File: config.mk
export PLATFORM = sky130hd
export DESIGN_NAME = bsaa_queue
export DESIGN_NICKNAME = d
export VERILOG_FILES = /design/src/hdl/bsaa_pkg.sv /design/src/hdl/bsaa_queue.sv
export SDC_FILE = /design/constraint.sdc
export NUM_CORES = 1
export LEC_CHECK = 0
export BUFFER_PORTS_ARGS = -buffer_cell sky130_fd_sc_hd__buf_2
export CORE_AREA = 2 2 317 319
export CTS_CLUSTER_SIZE = 40
export DETAILED_ROUTE_END_ITERATION = 10
export DIE_AREA = 0 0 319 321
export PLACE_DENSITY = 0.53
export SLEW_MARGIN = 10
export SYNTH_ARGS = -nofsm -noshare
export SYNTH_HDL_FRONTEND = slang
export SYNTH_SLANG_ARGS = --single-unit
File: constraint.sdc
create_clock -name clk -period 42 [get_ports clk]
set_input_delay 2.1 -clock clk [delete_from_list [all_inputs] [get_ports clk]]
set_output_delay 2.1 -clock clk [all_outputs]
set_load 0.02 [all_outputs]
File: src/hdl/bsaa_pkg.sv
// Shared types, constants and helpers for the bilateral slice affine apply block.
// Used by every module under hdl/; depends on nothing else.
package bsaa_pkg;

	// Defaults for the top-level size parameters.
	localparam int DEF_MAX_GRID_W    = 16;
	localparam int DEF_MAX_GRID_H    = 16;
	localparam int DEF_MAX_GRID_D    = 8;
	localparam int DEF_MAX_IN_CHANS  = 4;
	localparam int DEF_MAX_OUT_CHANS = 4;
	localparam int DEF_MAX_IMAGE_DIM = 4096;

	// Corner base addresses are bounded by the register widths (5-bit grid sizes,
	// 4-bit depth, at most 31 words per cell), so 20 bits always hold them.
	localparam int BASE_W      = 20;
	// Corner weights are Q16 and reach 1.0, hence 17 bits.
	localparam int WGT_W       = 17;
	localparam int QUEUE_DEPTH = 2;

	// Input command codes.
	localparam logic CMD_WRITE = 1'b0;
	localparam logic CMD_PIXEL = 1'b1;

	// Configuration register indexes.
	localparam logic [2:0] REG_IMAGE_WIDTH  = 3'd0;
	localparam logic [2:0] REG_IMAGE_HEIGHT = 3'd1;
	localparam logic [2:0] REG_GRID_WIDTH   = 3'd2;
	localparam logic [2:0] REG_GRID_HEIGHT  = 3'd3;
	localparam logic [2:0] REG_GRID_DEPTH   = 3'd4;
	localparam logic [2:0] REG_IN_CHANS     = 3'd5;
	localparam logic [2:0] REG_OUT_CHANS    = 3'd6;
	localparam logic [2:0] REG_OFFSET_EN    = 3'd7;

	// Configuration after range saturation, plus derived channel counts.
	typedef struct packed {
		logic [12:0] iw;
		logic [12:0] ih;
		logic [4:0]  gw;
		logic [4:0]  gh;
		logic [3:0]  gd;
		logic [2:0]  ic;
		logic [2:0]  oc;
		logic        off;
		logic [2:0]  stride;
		logic [4:0]  gch;
	} cfg_t;

	// One queued job: either a grid word write or a prepared pixel.
	typedef struct packed {
		logic                         is_pix;
		logic [15:0]                  waddr;
		logic signed [23:0]           wdata;
		logic [7:0][BASE_W-1:0]       base;
		logic [7:0][WGT_W-1:0]        wgt;
		logic [3:0][15:0]             smp;
	} job_t;

	// Clamp a signed corner index into 0..n-1.
	function automatic logic [4:0] clamp_idx(input logic signed [18:0] lo,
			input logic [4:0] n);
		logic [4:0] r;
		if (lo < 19'sd0) begin
			r = 5'd0;
		end else if (lo >= $signed({14'd0, n})) begin
			r = n - 5'd1;
		end else begin
			r = lo[4:0];
		end
		return r;
	endfunction

endpackage

File: src/hdl/bsaa_queue.sv
// Short job queue between the front and back parts of the slice block.
// Depends on bsaa_pkg for the job type and depth.
module bsaa_queue (
	input  logic            clk,
	input  logic            arst_n,
	input  logic            push_valid,
	output logic            push_ready,
	input  bsaa_pkg::job_t  push_job,
	output logic            pop_valid,
	input  logic            pop_ready,
	output bsaa_pkg::job_t  pop_job
);
	import bsaa_pkg::*;

	localparam int PTR_W = (QUEUE_DEPTH > 1) ? $clog2(QUEUE_DEPTH) : 1;
	localparam int CNT_W = $clog2(QUEUE_DEPTH + 1);

	job_t             ent_q [QUEUE_DEPTH];
	logic [PTR_W-1:0] wptr_q;
	logic [PTR_W-1:0] rptr_q;
	logic [CNT_W-1:0] count_q;
	logic             do_push;
	logic             do_pop;

	assign push_ready = (count_q != CNT_W'(QUEUE_DEPTH));
	assign pop_valid  = (count_q != '0);
	assign pop_job    = ent_q[rptr_q];
	assign do_push    = push_valid && push_ready;
	assign do_pop     = pop_valid && pop_ready;

	// Entry storage.
	always_ff @(posedge clk) begin
		if (do_push) begin
			ent_q[wptr_q] <= push_job;
		end
	end

	// Pointers and fill count.
	always_ff @(posedge clk or negedge arst_n) begin
		if (!arst_n) begin
			wptr_q  <= '0;
			rptr_q  <= '0;
			count_q <= '0;
		end else begin
			if (do_push) begin
				wptr_q <= (wptr_q == PTR_W'(QUEUE_DEPTH - 1)) ? '0 : wptr_q + 1'b1;
			end
			if (do_pop) begin
				rptr_q <= (rptr_q == PTR_W'(QUEUE_DEPTH - 1)) ? '0 : rptr_q + 1'b1;
			end
			if (do_push && !do_pop) begin
				count_q <= count_q + 1'b1;
			end else if (do_pop && !do_push) begin
				count_q <= count_q - 1'b1;
			end
		end
	end

endmodule

== Word level (Yosys, flattened, before mapping) ==
Memories as Yosys holds them, arrays and structs flattened.
Index checks and enable logic that the tools add are counted.

* RAM bits: 802
* Register bits: 4
* Input bits: 405
* Word-level logic and storage cells: 23
* Output and inout bits: 403
* Memories kept: 1

* Add/subtract/negate cells: 4
* Mux-type cells: 6
* Reductions and logical operators: 8
* Equal/unequal tests: 1

{| class="wikitable"
|+ Memory list
! name !! words !! bits a word !! rd ports !! clocked after memory_dff !! write ports !! line !! source
|-
| ent_q || 2 || 401 || 1 || 0 || 1 || bsaa_queue.sv:18 || <nowiki>job_t ent_q [QUEUE_DEPTH];</nowiki>
|}

{| class="wikitable"
|+ Operators with widths
! kind !! number
|-
| $logic_and A1 B1 Y1 || 4
|-
| $mux W1 || 4
|-
| $mux W2 || 2
|-
| $reduce_bool A2 Y1 || 2
|-
| $add A1 B1 Y1 const B || 2
|-
| $add A2 B1 Y2 const B || 1
|-
| $logic_not A1 Y1 || 2
|-
| $ne A2 B2 Y1 const B || 1
|-
| $sub A2 B1 Y2 const B || 1
|}

== Depth between registers and ports, before layout ==
* Word-level depth: 6
* Gate-level depth with buffers: 7
* Mapped depth without buffers: 7

== Least setup slack after synthesis ==
Ideal clock, no wire load.

* Path type: input port to flip-flop
* Start point: input port push_valid
* End point: memory ent_q[0][0] (netlist name) (enable)
* Required time: 40826 ps
* Setup time: 1174 ps
* Cell stages on the path: 2
* Path slack: 22041 ps
* Path buffers: 0
* Data arrival time: 18785 ps
* Path through: nand2_1 -> nor2_1

* Word-level cells in the longest chain between the ends: 3

{| class="wikitable"
|+ Ends and longest elaborated chain
! element !! line !! source
|-
| start: declaration || bsaa_queue.sv:6 || <nowiki>input logic push_valid,</nowiki>
|-
| $logic_and A1 B1 Y1 || bsaa_queue.sv:28 || <nowiki>assign do_push = push_valid && push_ready;</nowiki>
|-
| $mux W1 || bsaa_queue.sv:33 || <nowiki>if (do_push) begin</nowiki>
|-
| $mux W1 (implied by the code) || bsaa_queue.sv:34 || <nowiki>ent_q[wptr_q] <= push_job;</nowiki>
|-
| end: declaration || bsaa_queue.sv:18 ||
|}

Every way passes these cells.

==> flow_summary.yaml <==
setup_path:
  worstPathRequired_ns: 39.90
  crit_path_start: "rptr_q"
  setup.reg_to_reg.worst_slack_ns: 37.61
  criticalPathCategory: "flop to output port"
  reg2reg_to: "ent_q[1][89]"
  path_max_fanout: 52
  worst_ep_arrival_time_ns: 4.82
  critPathLaunchType: "flop"
  r2r_start: "count_q[0]"
  critPathCaptureType: "output port"
  rr_worst_depth: 5
  setup.worst_path.end: "pop_job[364]"
timing:
  timing.final.setup_violations: 0
  fin_worst_hold_slack_ns: 0.506
  achievable-frequency_ghz: 0.144
  final_hold_viol_count: 0
  timing.final.crit_period_ns: 6.92
  fin_skew_ns: 0.0162
  postLayoutSetupSlackWorst_ns: 35.08
  timing.slew.headroom_pct: 28.8
  unrepaired_setup_endpoints_after_global_routing: "false"
  tightest_slew_ns: 1.07
  min_period_over_period_pct: 16.5
  finalMaxSlewViolations: 0
  fin_tns_setup_ns: 0
yosys:
  number_of_warnings_printed_during_yosys_synthesis: 0
  synth_cells: 1266
  synth_fp_nets: 1672
  synth-seq-cells: 806
  ys_types: 17
  ys_seq_area_share_pct: 77.9
  post_synthesis_mean_instance_area_um2: 24.5
  mappedNetlistArea_um2: 31000
floorplan:
  top_level_ports: 808
  floorplan.die.height_um: 321
  area_of_the_die_um2: 102000
  std_cell_rows: 116
  fp.dieW_um: 319
  start_util_pct: 31.3
  fp.coreArea_um2: 99300
clock_tree:
  tritoncts_buffer_count: 88
  tritoncts: "yes"
  ctsHoldBuffers: 0
  post_cts_buffers: 0
  ctsResizeCount: 0
  clk_path_buf_depth: 3
  clkSinkCount: 806
  clock-root-buffer: "sky130_fd_sc_hd__clkbuf_16"
  insertion_delay_ns: 0.63
  htree_levels: 3
  clkSlewWorstSetupHoldPaths_ns: 0.06
routing:
  wl_per_cell_um: 20.7
  detailroute.via_count: 15200
  dr.pass1.iters: 5
  route.detailed.vias_per_inst: 4.32
  wirelength_um: 72900
  antenna_violating_nets_post_route: 0
  drt_first_iter_violations: 832
  drt_drc_violations_left: 0
min_path:
  timing.hold.worst.class: "flop to flop"
placed_design:
  placed_area_um2: 36100
  detailedPlace.worstSlack_ns: 35.72
  port_buffers: 807
  dp_cells: 3343
  gp_congestion: 0.795
  dpl.hpwl_um: 51100
pwr:
  design_power_total_mw: 2.93
  pwr_density_cell_nw_per_um2: 75.4
  static_leakage_nw: 15.4
  max_ir_drop_vdd_v: 0.0000605
layout:
  finish.utilization_pct: 39.2
  finalNetCount: 2541
  mostFrequentLayoutCells: "sky130_fd_sc_hd__buf_2, sky130_fd_sc_hd__edfxtp_1, sky130_fd_sc_hd__mux2_4"
  final_common_cell: "sky130_fd_sc_hd__buf_2"
  layout-drive-gt1-share_pct: 61.1
  finish.instance_area_um2: 38900
  area.growth.synth_to_final_pct: 25.5
  final_cells: 3521
global_route:
  first_global_vias: 16100
  antenna_found_initial: 30
  grt_first_pass_wirelength_um: 103000
  grt.total_usage_pct: 13.6
  grt_start_max_net_pins: 147
  globalRouteOverflowTotal: 0
run:
  cap_viol_max_count: 0
outcome:
  outcome: "finished clean"
[area by class of cell]
class	count	area [um^2]
clock buffer	116	2430
antenna	18	45.0
fill	9157	60300
clock inverter	44	409
tap	1298	1620
sequential	806	24200
timing repair buffer	824	4190
multi-input combinational	414	6040
inverter	1	3.75
[critical path, cell delays in order (launching register included)]
cell,delay (ns)
sky130_fd_sc_hd__dfrtp_4,1.00
sky130_fd_sc_hd__buf_4,0.78
sky130_fd_sc_hd__buf_4,0.83
sky130_fd_sc_hd__buf_4,0.83
sky130_fd_sc_hd__mux2_4,0.36
sky130_fd_sc_hd__buf_2,0.16
[layer usage]
metal | track usage [%] | vias up | part of all wire, %
met5 | 0 | - | 0.19
met4 | 5.91 | 22 | 2.8
met3 | 5.53 | 128 | 10
met2 | 24.1 | 626 | 52
met1 | 14.3 | 7597 | 35
li1 | - | 6829 | -
[kinds of logic after synthesis]
logic type,after synthesis,share of synthesized area [%]
flops,806,77.9
simple gates,7,0.109
xor+xnor,5,0.141
fa+ha+maj,1,0.0403
mux,401,19.1
buf+inv,46,2.64
[synthesized netlist by cell type, drive strengths merged]
| library cell | count | share of area [%] |
|---|---|---|
| ha | 1 | 0.040 |
| nor2 | 2 | 0.024 |
| buf | 45 | 2.6 |
| inv | 1 | 0.012 |
| xor2 | 2 | 0.056 |
| or2 | 1 | 0.020 |
| mux2 | 401 | 19 |
| and3 | 1 | 0.020 |
| edfxtp | 802 | 78 |
| xnor2 | 3 | 0.085 |
| nand2b | 1 | 0.020 |
| dfrtp | 4 | 0.32 |
| nand2 | 2 | 0.024 |
[flip-flops by register name, summed over array words and instances (netlist names)]
register,cells
count_q,2
rptr_q,1
wptr_q,1
ent_q,802
[worst min-delay path by stage]
| stage | start | end | slack [ns] | cells after the start |
|---|---|---|---|---|
| final | count_q[1] | count_q[1] | 0.51 | 1 |
| after floorplan | count_q[1] | count_q[1] | 0.46 | 1 |
| after global routing | count_q[1] | count_q[1] | 0.53 | 1 |
| after CTS | count_q[1] | count_q[1] | 0.51 | 1 |
| after global placement | count_q[1] | count_q[1] | 0.47 | 1 |
| after detailed placement | count_q[1] | count_q[1] | 0.50 | 1 |
[where the power goes]
group | leakage (nW) | switching, mW | internal (mW) | total (mW)
Sequential | 7.50 | 0.0558 | 1.10 | 1.16
Combinational | 6.52 | 0.592 | 0.432 | 1.02
Clock | 1.37 | 0.303 | 0.449 | 0.752
Total | 15.4 | 0.950 | 1.98 | 2.93
(Power assumes the default switching activity.)
