`src/hdl/bsaa_pkg.sv`:
```
// Shared types, constants and helpers for the bilateral slice affine apply block.
// Used by every module under hdl/; depends on nothing else.
package bsaa_pkg;

	// Defaults for the top-level size parameters.
	localparam int DEF_MAX_GRID_W    = 16;
	localparam int DEF_MAX_GRID_H    = 16;
	localparam int DEF_MAX_GRID_D    = 8;
	localparam int DEF_MAX_IN_CHANS  = 4;
	localparam int DEF_MAX_OUT_CHANS = 4;
	localparam int DEF_MAX_IMAGE_DIM = 4096;

	// Corner base addresses are bounded by the register widths (5-bit grid sizes,
	// 4-bit depth, at most 31 words per cell), so 20 bits always hold them.
	localparam int BASE_W      = 20;
	// Corner weights are Q16 and reach 1.0, hence 17 bits.
	localparam int WGT_W       = 17;
	localparam int QUEUE_DEPTH = 2;

	// Input command codes.
	localparam logic CMD_WRITE = 1'b0;
	localparam logic CMD_PIXEL = 1'b1;

	// Configuration register indexes.
	localparam logic [2:0] REG_IMAGE_WIDTH  = 3'd0;
	localparam logic [2:0] REG_IMAGE_HEIGHT = 3'd1;
	localparam logic [2:0] REG_GRID_WIDTH   = 3'd2;
	localparam logic [2:0] REG_GRID_HEIGHT  = 3'd3;
	localparam logic [2:0] REG_GRID_DEPTH   = 3'd4;
	localparam logic [2:0] REG_IN_CHANS     = 3'd5;
	localparam logic [2:0] REG_OUT_CHANS    = 3'd6;
	localparam logic [2:0] REG_OFFSET_EN    = 3'd7;

	// Configuration after range saturation, plus derived channel counts.
	typedef struct packed {
		logic [12:0] iw;
		logic [12:0] ih;
		logic [4:0]  gw;
		logic [4:0]  gh;
		logic [3:0]  gd;
		logic [2:0]  ic;
		logic [2:0]  oc;
		logic        off;
		logic [2:0]  stride;
		logic [4:0]  gch;
	} cfg_t;

	// One queued job: either a grid word write or a prepared pixel.
	typedef struct packed {
		logic                         is_pix;
		logic [15:0]                  waddr;
		logic signed [23:0]           wdata;
		logic [7:0][BASE_W-1:0]       base;
		logic [7:0][WGT_W-1:0]        wgt;
		logic [3:0][15:0]             smp;
	} job_t;

	// Clamp a signed corner index into 0..n-1.
	function automatic logic [4:0] clamp_idx(input logic signed [18:0] lo,
			input logic [4:0] n);
		logic [4:0] r;
		if (lo < 19'sd0) begin
			r = 5'd0;
		end else if (lo >= $signed({14'd0, n})) begin
			r = n - 5'd1;
		end else begin
			r = lo[4:0];
		end
		return r;
	endfunction

endpackage

```
`src/hdl/bsaa_front.sv`:
```
// Front part: accepts items, splits pixel positions into corners and weights.
// Depends on bsaa_pkg; feeds prepared jobs to bsaa_queue.
module bsaa_front (
	input  logic                clk,
	input  logic                arst_n,
	input  bsaa_pkg::cfg_t      cfg,
	input  logic                in_valid,
	output logic                in_ready,
	input  logic                cmd,
	input  logic [15:0]         grid_addr,
	input  logic signed [23:0]  grid_value,
	input  logic [11:0]         pixel_x,
	input  logic [11:0]         pixel_y,
	input  logic [15:0]         guide_value,
	input  logic signed [15:0]  in_chan0,
	input  logic signed [15:0]  in_chan1,
	input  logic signed [15:0]  in_chan2,
	input  logic signed [15:0]  in_chan3,
	output logic                push_valid,
	input  logic                push_ready,
	output bsaa_pkg::job_t      push_job
);
	import bsaa_pkg::*;

	typedef enum logic [3:0] {
		F_IDLE = 4'b0001,
		F_DIV  = 4'b0010,
		F_CRN  = 4'b0100,
		F_PUSH = 4'b1000
	} fstate_t;

	fstate_t            state_q;
	logic [5:0]         cnt_q;
	logic [33:0]        dx_q;
	logic [33:0]        dy_q;
	logic [13:0]        remx_q;
	logic [13:0]        remy_q;
	logic signed [20:0] pz_q;
	job_t               job_q;
	logic [9:0]         cxy_q;
	logic [33:0]        wxy_q;
	logic [13:0]        cell_q;

	logic               accept;
	logic [17:0]        numx;
	logic [17:0]        numy;
	logic signed [20:0] pz_n;
	logic [14:0]        denx;
	logic [14:0]        deny;
	logic [14:0]        rnx;
	logic [14:0]        rny;
	logic               gex;
	logic               gey;
	logic signed [18:0] lox;
	logic signed [18:0] loy;
	logic signed [18:0] loz;
	logic [4:0]         cx0, cx1, cy0, cy1, cz0, cz1;
	logic [16:0]        wx0, wx1, wy0, wy1, wz0, wz1;
	logic [2:0]         crn;
	logic [1:0]         phase;
	logic [4:0]         cxs, cys, czs;
	logic [16:0]        wxs, wys, wzs;
	logic [50:0]        wfull;

	assign in_ready   = (state_q == F_IDLE);
	assign accept     = in_valid && in_ready;
	assign push_valid = (state_q == F_PUSH);
	assign push_job   = job_q;

	// Numerators shifted by one denominator so the division stays unsigned.
	assign numx = ({5'd0, pixel_x, 1'b1} * {13'd0, cfg.gw}) + {5'd0, cfg.iw};
	assign numy = ({5'd0, pixel_y, 1'b1} * {13'd0, cfg.gh}) + {5'd0, cfg.ih};
	assign pz_n = $signed({1'b0, ({4'd0, guide_value} * {16'd0, cfg.gd})}) - 21'sd32768;

	// One restoring division step per cycle on each axis.
	assign denx = {1'b0, cfg.iw, 1'b0};
	assign deny = {1'b0, cfg.ih, 1'b0};
	assign rnx  = {remx_q, dx_q[33]};
	assign rny  = {remy_q, dy_q[33]};
	assign gex  = (rnx >= denx);
	assign gey  = (rny >= deny);

	// Lower corners; the quotient is one cell high because of the shift.
	assign lox = $signed({1'b0, dx_q[33:16]}) - 19'sd1;
	assign loy = $signed({1'b0, dy_q[33:16]}) - 19'sd1;
	assign loz = {{14{pz_q[20]}}, pz_q[20:16]};
	assign cx0 = clamp_idx(lox, cfg.gw);
	assign cx1 = clamp_idx(lox + 19'sd1, cfg.gw);
	assign cy0 = clamp_idx(loy, cfg.gh);
	assign cy1 = clamp_idx(loy + 19'sd1, cfg.gh);
	assign cz0 = clamp_idx(loz, {1'b0, cfg.gd});
	assign cz1 = clamp_idx(loz + 19'sd1, {1'b0, cfg.gd});
	assign wx1 = {1'b0, dx_q[15:0]};
	assign wy1 = {1'b0, dy_q[15:0]};
	assign wz1 = {1'b0, pz_q[15:0]};
	assign wx0 = 17'h10000 - wx1;
	assign wy0 = 17'h10000 - wy1;
	assign wz0 = 17'h10000 - wz1;

	// Corner selection: bit 0 picks x, bit 1 picks y, bit 2 picks z.
	assign crn   = cnt_q[4:2];
	assign phase = cnt_q[1:0];
	assign cxs   = crn[0] ? cx1 : cx0;
	assign cys   = crn[1] ? cy1 : cy0;
	assign czs   = crn[2] ? cz1 : cz0;
	assign wxs   = crn[0] ? wx1 : wx0;
	assign wys   = crn[1] ? wy1 : wy0;
	assign wzs   = crn[2] ? wz1 : wz0;
	assign wfull = {17'd0, wxy_q} * {34'd0, wzs};

	// Control state.
	always_ff @(posedge clk or negedge arst_n) begin
		if (!arst_n) begin
			state_q <= F_IDLE;
			cnt_q   <= '0;
		end else begin
			unique case (state_q)
				F_IDLE: begin
					cnt_q <= '0;
					if (accept) begin
						state_q <= (cmd == CMD_PIXEL) ? F_DIV : F_PUSH;
					end
				end
				F_DIV: begin
					if (cnt_q == 6'd33) begin
						cnt_q   <= '0;
						state_q <= F_CRN;
					end else begin
						cnt_q <= cnt_q + 6'd1;
					end
				end
				F_CRN: begin
					if (cnt_q == 6'd31) begin
						cnt_q   <= '0;
						state_q <= F_PUSH;
					end else begin
						cnt_q <= cnt_q + 6'd1;
					end
				end
				F_PUSH: begin
					if (push_ready) begin
						state_q <= F_IDLE;
					end
				end
				default: begin
					state_q <= F_IDLE;
				end
			endcase
		end
	end

	// Datapath: capture, divide, then build each corner's weight and base address in turn.
	always_ff @(posedge clk) begin
		if (accept) begin
			job_q.is_pix <= (cmd == CMD_PIXEL);
			job_q.waddr  <= grid_addr;
			job_q.wdata  <= grid_value;
			job_q.smp    <= {in_chan3, in_chan2, in_chan1, in_chan0};
			dx_q         <= {numx, 16'd0};
			dy_q         <= {numy, 16'd0};
			remx_q       <= '0;
			remy_q       <= '0;
			pz_q         <= pz_n;
		end else if (state_q == F_DIV) begin
			remx_q <= gex ? 14'(rnx - denx) : rnx[13:0];
			remy_q <= gey ? 14'(rny - deny) : rny[13:0];
			dx_q   <= {dx_q[32:0], gex};
			dy_q   <= {dy_q[32:0], gey};
		end else if (state_q == F_CRN) begin
			unique case (phase)
				2'd0: begin
					cxy_q <= {5'd0, cxs} + ({5'd0, cys} * {5'd0, cfg.gw});
					wxy_q <= {17'd0, wxs} * {17'd0, wys};
				end
				2'd1: begin
					cell_q         <= {9'd0, czs} + ({10'd0, cfg.gd} * {4'd0, cxy_q});
					job_q.wgt[crn] <= wfull[48:32];
				end
				2'd2: begin
					job_q.base[crn] <= {6'd0, cell_q} * {15'd0, cfg.gch};
				end
				default: begin
				end
			endcase
		end
	end

endmodule

```
`config.mk`:
```
export PLATFORM = sky130hd
export DESIGN_NAME = bsaa_front
export DESIGN_NICKNAME = d
export VERILOG_FILES = /design/src/hdl/bsaa_pkg.sv /design/src/hdl/bsaa_front.sv
export SDC_FILE = /design/constraint.sdc
export NUM_CORES = 2
export LEC_CHECK = 0
export BUFFER_PORTS_ARGS = -buffer_cell sky130_fd_sc_hd__buf_2
export CORE_UTILIZATION = 54
export CTS_BUF_LIST = sky130_fd_sc_hd__clkbuf_8
export CTS_CLUSTER_SIZE = 28
export DETAILED_ROUTE_END_ITERATION = 8
export PLACE_DENSITY = 0.74
export SETUP_SLACK_MARGIN = 0.02
export SLEW_MARGIN = 30
export SYNTH_ARGS = -nofsm -noshare
export SYNTH_HDL_FRONTEND = slang
export SYNTH_SLANG_ARGS = --single-unit
```
`constraint.sdc`:
```
create_clock -name clk -period 11.24 [get_ports clk]
set_clock_uncertainty 0.05 [all_clocks]
set_input_delay 2.248 -clock clk [delete_from_list [all_inputs] [get_ports clk]]
set_output_delay 2.248 -clock clk [all_outputs]
set_load 0.01 [all_outputs]
```
==> Word-level counts from Yosys, hierarchy flattened <==
Index checks and enable logic that the tools add are counted.
{ "totals": {"reg_bits": 586, "latch_bits": 0, "ram_bits": 0, "romBits": 0, "inputBits": 204, "elab_cells": 140, "n_memories": 0} }
{ "op_classes": {"addsub": 19, "multipliers": 8, "div_mod_pow": 0, "order_cmp": 16, "n_eq_ne": 12, "shift": 0, "n_mux": 39, "n_bitwise": 2, "n_reduce_logical": 9} }
{ "op_table": {"columns": ["operator", "n"], "rows": [
  ["$bwmux W160", 1],
  ["$bwmux W136", 1],
  ["$mux W34", 4],
  ["$ge A19 B6 Y1", 4],
  ["$lt A19 B1 Y1 const B", 4],
  ["$mux W5", 15],
  ["$mux W17", 4],
  ["$demux W20 S3", 1],
  ["$demux W17 S3", 1],
  ["$sub A17 B16 Y17 const A", 3],
  ["$mul A34 B17 Y49", 1],
  ["$add A19 B2 Y19 const B", 2],
  ["$sub A18 B1 Y19 const B", 2],
  ["$add A18 B13 Y18", 2],
  ["$mul A13 B5 Y18", 2],
  ["$mul A17 B17 Y34", 1],
  ["$ge A15 B14 Y1", 2],
  ["$mux W14", 2],
  ["$sub A14 B14 Y14", 2],
  ["$sub A20 B16 Y21 const B", 1],
  ["$mul A16 B4 Y20", 1],
  ["$mux W20", 1],
  ["$mux W4", 5],
  ["$mul A14 B5 Y19", 1],
  ["33 further kinds", 42]
]} }

==> Longest topological paths before layout <==
{ "depth": {"word_depth": 8, "depth_mapped": 32, "ltp_nobuf": 30} }

==> Worst setup path before layout <==
No wires, ideal clock.
{ "synth_timing": {"kind": "flip-flop to flip-flop", "start": "register pz_q[0]", "end": "register job_q (netlist bit push_job[114]), data pin", "setup_ns": 0.231, "arrival_ns": 7.712, "required_time_ns": 10.959, "setup_slack_ns": 3.247, "path_stages_with_launch": 30, "path_buffers": 3, "synth_period_minus_slack_ns": 7.993, "path_cell_list": "edfxtp_1 > clkbuf_1 > clkbuf_1 > inv_1 > ha_1 > nand2b_1 > nor3_1 > and2_1 > a21oi_1 > xor2_1 > clkbuf_1 > nand2_1 > fa_1 > fa_1 > fa_1 > fa_1 > fa_1 > inv_1 > fa_1 > ha_1 > nand3_1 > nor4_1 > nand4_1 > a21oi_1 > a211oi_1 > o41ai_1 > a41oi_1 > a21oi_1 > a21oi_1 > xnor2_1"} }
{ "synth_between": {"elab_chain_len": 4} }
{ "synth_lines": {"columns": ["element", "line", "text"], "rows": [
  ["from (decl)", "bsaa_front.sv:38", "logic signed [20:0] pz_q;"],
  ["from (signal assigned)", "bsaa_front.sv:163", "pz_q <= pz_n;"],
  ["$sub A17 B16 Y17", "bsaa_front.sv:98", "assign wz0 = 17'h10000 - wz1;"],
  ["$mux W17 *", "bsaa_front.sv:108", "assign wzs = crn[2] ? wz1 : wz0;"],
  ["$mul A34 B17 Y49 *", "bsaa_front.sv:109", "assign wfull = {17'd0, wxy_q} * {34'd0, wzs};"],
  ["net wfull[48]", "bsaa_front.sv:63", "logic [50:0] wfull;"],
  ["$bwmux W136 *", "bsaa_front.sv:177", "job_q.wgt[crn] <= wfull[48:32];"],
  ["to (decl)", "bsaa_front.sv:39", "job_t job_q;"]
]} }
The timed path passes the listed nets; every way through them passes the cells marked *.
A chain may end at the register's enable or synchronous reset.

==> Final worst setup path <==
{ "layout_timing": {"start": "register pz_q[3]", "end": "register job_q (netlist bit push_job[78]), data pin"} }
Same word-level chain as after synthesis.

==> flow_results.xml <==
<?xml version="1.0" encoding="UTF-8"?>
<metrics>
  <group name="final_layout">
    <metric name="post-route-cell-area" unit="um^2">67050</metric>
    <metric name="num-fill-cells" unit="">9116</metric>
    <metric name="drive_above_1_share" unit="">0.1379</metric>
    <metric name="fin_nets" unit="">7991</metric>
    <metric name="post_synthesis_to_final_layout_area_growth" unit="%">11.68</metric>
  </group>
  <group name="route">
    <metric name="wire_per_inst" unit="um">18.46</metric>
    <metric name="via_per_inst" unit="">5.458</metric>
    <metric name="drt-total-wl" unit="mm">147.8</metric>
    <metric name="first_pass_iters" unit="">8</metric>
    <metric name="detail-route-antenna-nets" unit="">0</metric>
    <metric name="num_vias" unit="">43701</metric>
    <metric name="detail_route.drc_violations" unit="">0</metric>
    <metric name="initialDrtViolationCount" unit="">2754</metric>
  </group>
  <group name="outcome">
    <metric name="status" unit="">complete, no violations</metric>
  </group>
  <group name="clock_tree">
    <metric name="worst_setup_hold_path_clk_slew" unit="ns">0.07</metric>
    <metric name="cts_num_sinks" unit="">578</metric>
    <metric name="cts_made_buffers" unit="">98</metric>
    <metric name="cts-htree-levels" unit="">3</metric>
    <metric name="clock_tree.root_cell" unit="">sky130_fd_sc_hd__clkbuf_8</metric>
    <metric name="worst_skew_pair.late_latency" unit="ns">0.77</metric>
    <metric name="cts_post_setup_buffers_inserted" unit="">0</metric>
    <metric name="cts_tree" unit="">yes</metric>
    <metric name="cts_hold_buf" unit="">0</metric>
    <metric name="cts-root-to-sink-buffers" unit="">3</metric>
    <metric name="cts-resized-gates" unit="">0</metric>
  </group>
  <group name="global_route">
    <metric name="vias_in_the_first_global_route" unit="">45176</metric>
    <metric name="antenna_violations_before_repair" unit="">8</metric>
    <metric name="grt_pass1_wl" unit="mm">237.8</metric>
    <metric name="grt_usage" unit="">0.2675</metric>
    <metric name="overflow" unit="">0</metric>
    <metric name="pin_count_of_the_biggest_net_entering_global_routing" unit="">69</metric>
  </group>
  <group name="synthesis">
    <metric name="synth_top_family_by_area" unit="">adder cells</metric>
    <metric name="synth_mux_area_frac" unit="">0.007523</metric>
    <metric name="synthXorXnorAreaFrac" unit="">0.03253</metric>
    <metric name="postSynthCellCount" unit="">5923</metric>
    <metric name="synth_fa_ha_area_frac" unit="">0.3916</metric>
    <metric name="dominantRegCellSynth" unit="">sky130_fd_sc_hd__edfxtp_1</metric>
    <metric name="synth_compound_area_frac" unit="">0.06531</metric>
    <metric name="synth_cell_type_count" unit="">86</metric>
    <metric name="synth_simple_gate_area_frac" unit="">0.1455</metric>
    <metric name="seq_area_frac_synth" unit="">0.2783</metric>
    <metric name="count_of_flip_flops_with_a_built_in_enable_after_synthesis" unit="">508</metric>
    <metric name="synth-seq-cells" unit="">578</metric>
    <metric name="post_synthesis_area_per_instance" unit="um^2">10.14</metric>
    <metric name="synth_warnings" unit="">0</metric>
    <metric name="postSynth.asyncResetShare" unit="">0.01730</metric>
    <metric name="post_synth_instance_area" unit="um^2">60040</metric>
  </group>
  <group name="sta">
    <metric name="max-slew-margin-rel" unit="">0.3085</metric>
    <metric name="grt_setup_unrepaired" unit="">no</metric>
    <metric name="timing.setup.tns" unit="ns">0</metric>
    <metric name="setup_ws" unit="ns">1.671</metric>
    <metric name="final_report_hold_violation_count" unit="">0</metric>
    <metric name="maxClockFrequency" unit="MHz">104.5</metric>
    <metric name="min_period" unit="ns">9.569</metric>
    <metric name="worst_pin_slew" unit="ns">1.036</metric>
    <metric name="finalSetupViolations" unit="">0</metric>
    <metric name="drv_slew" unit="">0</metric>
    <metric name="period_share" unit="">0.8513</metric>
  </group>
  <group name="flow_run">
    <metric name="drv_cap" unit="">0</metric>
  </group>
  <group name="die">
    <metric name="die_y" unit="um">335.4</metric>
    <metric name="io-pin-count" unit="">607</metric>
    <metric name="die_width" unit="um">335.4</metric>
    <metric name="std_cell_rows" unit="">121</metric>
    <metric name="core" unit="um^2">109600</metric>
    <metric name="initial_core_util" unit="">0.5477</metric>
    <metric name="floorplan.die_area" unit="um^2">112500</metric>
  </group>
  <group name="placed_design">
    <metric name="port_buffers" unit="">588</metric>
    <metric name="finalWeightedCongestion" unit="">0.9214</metric>
    <metric name="detailed_place.area" unit="um^2">64800</metric>
    <metric name="place.detailed.hpwl" unit="mm">114.1</metric>
    <metric name="preCtsSetupSlack" unit="ns">1.839</metric>
  </group>
  <group name="critical_path">
    <metric name="r2r.worst_path.cells" unit="">25</metric>
    <metric name="worst_path_dominant_cell_family" unit="">adder cells</metric>
    <metric name="timing.setup.critical_path_class" unit="">flop to flop</metric>
    <metric name="buffers_and_inverters_on_the_worst_path" unit="">3</metric>
    <metric name="arrival" unit="ns">9.93</metric>
    <metric name="critical-path-max-stage-delay" unit="ns">0.79</metric>
    <metric name="worst-path-max-fanout" unit="">13</metric>
    <metric name="start_kind" unit="">flop</metric>
    <metric name="cpMostUsedCell" unit="">sky130_fd_sc_hd__fa_1</metric>
    <metric name="timing.critical_path.slowest_stage_cell" unit="">sky130_fd_sc_hd__xor2_2</metric>
    <metric name="worst_ep_required_time" unit="ns">11.60</metric>
    <metric name="end_kind" unit="">flop</metric>
    <metric name="timing.critical_path.depth" unit="">25</metric>
  </group>
  <group name="worst_hold_path">
    <metric name="min-delay-path-class" unit="">flop to flop</metric>
    <metric name="worstHoldPathCells" unit="">2</metric>
  </group>
</metrics>
[worst min-delay path, cell delays in order, from the launching register on]
cell	delay, ns
sky130_fd_sc_hd__dfxtp_1	0.31
sky130_fd_sc_hd__nand2_1	0.06
sky130_fd_sc_hd__o31ai_1	0.06
[layer usage]
metal / track usage / up-vias / routed length [um]
met5: 0 / - / 20
met2: 0.4484 / 1529 / 72180
li1: - / 19910 / -
met4: 0.08792 / 4 / 4623
met1: 0.3524 / 21978 / 60310
met3: 0.04632 / 280 / 10680
[path summary, 6_finish.rpt]
check	slack [ns]	to	from
max	1.67	push_job[78]	pz_q[3]
min	0.43	remy_q[13]	remy_q[13]
max reg2reg	1.67	push_job[78]	pz_q[3]
min reg2reg	0.43	remy_q[13]	remy_q[13]
max in group asynchronous	9.59	state_q[0]	arst_n
min in group asynchronous	1.30	state_q[3]	arst_n
[flip-flops by register name, indices dropped and copies added, names as in the netlist, 14 cells and up]
| register | count |
|---|---|
| cell_q | 14 |
| dx_q | 34 |
| dy_q | 34 |
| push_job | 393 |
| pz_q | 21 |
| remx_q | 14 |
| remy_q | 14 |
| wxy_q | 34 |
[layout make-up]
cell class | count | area (um^2) | share of cell area
repair buffers | 665 | 3541 | 0.05281
multi-input cells | 4100 | 39020 | 0.5819
inverters | 1000 | 3759 | 0.05606
flip-flops and latches | 578 | 16710 | 0.2492
clock inverters | 76 | 705.7 | 0.01052
clock buffers | 106 | 1459 | 0.02176
well taps | 1476 | 1847 | 0.02754
diodes | 6 | 15.01 | 0.0002239
[synthesized netlist by cell type (all sizes together) (10+ instances only)]
| cell | count | area, um^2 |
|---|---|---|
| a211oi | 39 | 292.8 |
| a21o | 61 | 457.9 |
| a21oi | 149 | 745.7 |
| a22o | 18 | 157.7 |
| a22oi | 17 | 137.6 |
| a31oi | 19 | 133.9 |
| and2 | 242 | 1514 |
| and3 | 18 | 112.6 |
| buf | 43 | 213.9 |
| clkbuf | 209 | 785.8 |
| dfxtp | 60 | 1201 |
| edfxtp | 508 | 15250 |
| fa | 892 | 17860 |
| ha | 452 | 5655 |
| inv | 998 | 3746 |
| mux2i | 35 | 354.1 |
| nand2 | 945 | 3547 |
| nand2b | 40 | 250.2 |
| nand3 | 64 | 320.3 |
| nand4 | 26 | 162.7 |
| nor2 | 246 | 923.4 |
| nor2b | 129 | 807.0 |
| nor3 | 69 | 345.3 |
| nor4 | 24 | 168.9 |
| o211ai | 10 | 75.07 |
| o21a | 18 | 135.1 |
| o21ai | 150 | 758.2 |
| o21bai | 25 | 187.7 |
| o31ai | 16 | 120.1 |
| or2 | 10 | 62.56 |
| or3 | 19 | 123.9 |
| xnor2 | 134 | 1174 |
| xor2 | 89 | 779.5 |
[through the flow]
step / hold slack (ns) / util / instances
global route: 0.4567 / 0.6117 / 8006
CTS: 0.4275 / 0.6109 / 8000
finish: 0.4294 / 0.6117 / 8007
global placement: 0.3890 / 0.5907 / 7818
detailed placement: 0.4130 / 0.5912 / 7818
floorplan: 0.3758 / - / 5930
[placed cells by master (no fill, tap or decap), types with 10 or more instances in the layout]
| cell type | synthesis | routed |
|---|---|---|
| sky130_fd_sc_hd__nor4_1 | 21 | 20 |
| sky130_fd_sc_hd__nand2_1 | 945 | 945 |
| sky130_fd_sc_hd__and2_1 | 241 | 240 |
| sky130_fd_sc_hd__o21a_1 | 18 | 18 |
| sky130_fd_sc_hd__clkinv_1 | 2 | 22 |
| sky130_fd_sc_hd__xnor2_1 | 134 | 125 |
| sky130_fd_sc_hd__xor2_2 | 0 | 10 |
| sky130_fd_sc_hd__ha_1 | 452 | 452 |
| sky130_fd_sc_hd__edfxtp_1 | 508 | 508 |
| sky130_fd_sc_hd__nand3_1 | 64 | 64 |
| sky130_fd_sc_hd__o21bai_1 | 25 | 25 |
| sky130_fd_sc_hd__nand2b_1 | 40 | 40 |
| sky130_fd_sc_hd__a211oi_1 | 39 | 39 |
| sky130_fd_sc_hd__inv_1 | 997 | 1017 |
| sky130_fd_sc_hd__a31oi_1 | 18 | 18 |
| sky130_fd_sc_hd__buf_4 | 9 | 76 |
| sky130_fd_sc_hd__a21o_1 | 61 | 61 |
| sky130_fd_sc_hd__o21ai_0 | 146 | 146 |
| sky130_fd_sc_hd__clkinv_2 | 0 | 14 |
| sky130_fd_sc_hd__xor2_1 | 89 | 71 |
| sky130_fd_sc_hd__mux2i_1 | 34 | 34 |
| sky130_fd_sc_hd__nor3_1 | 69 | 65 |
| sky130_fd_sc_hd__nor2_1 | 246 | 234 |
| sky130_fd_sc_hd__dfxtp_1 | 60 | 60 |
| sky130_fd_sc_hd__or3_1 | 18 | 18 |
| sky130_fd_sc_hd__and3_1 | 18 | 17 |
| sky130_fd_sc_hd__o31ai_1 | 16 | 16 |
| sky130_fd_sc_hd__clkbuf_8 | 0 | 106 |
| sky130_fd_sc_hd__buf_2 | 3 | 588 |
| sky130_fd_sc_hd__bufinv_16 | 0 | 11 |
| sky130_fd_sc_hd__a21oi_1 | 149 | 148 |
| sky130_fd_sc_hd__o211ai_1 | 10 | 10 |
| sky130_fd_sc_hd__nand4_1 | 26 | 26 |
| sky130_fd_sc_hd__a22o_1 | 18 | 18 |
| sky130_fd_sc_hd__nor2b_1 | 129 | 129 |
| sky130_fd_sc_hd__or2_2 | 10 | 10 |
| sky130_fd_sc_hd__fa_1 | 892 | 892 |
| sky130_fd_sc_hd__a22oi_1 | 15 | 15 |
[kinds of logic after synthesis]
family / count (synthesis)
AO/OA/AOI/OAI: 605
XOR/XNOR: 223
buffers and inverters: 1252
adder cells (fa/ha/maj): 1344
AND/OR/NAND/NOR: 1877
other: 1
flip-flops: 578
multiplexers: 43
Power is left out: the tool's default activity adds up to more than one toggle a clock period on the data nets, which glitch-free logic cannot reach.
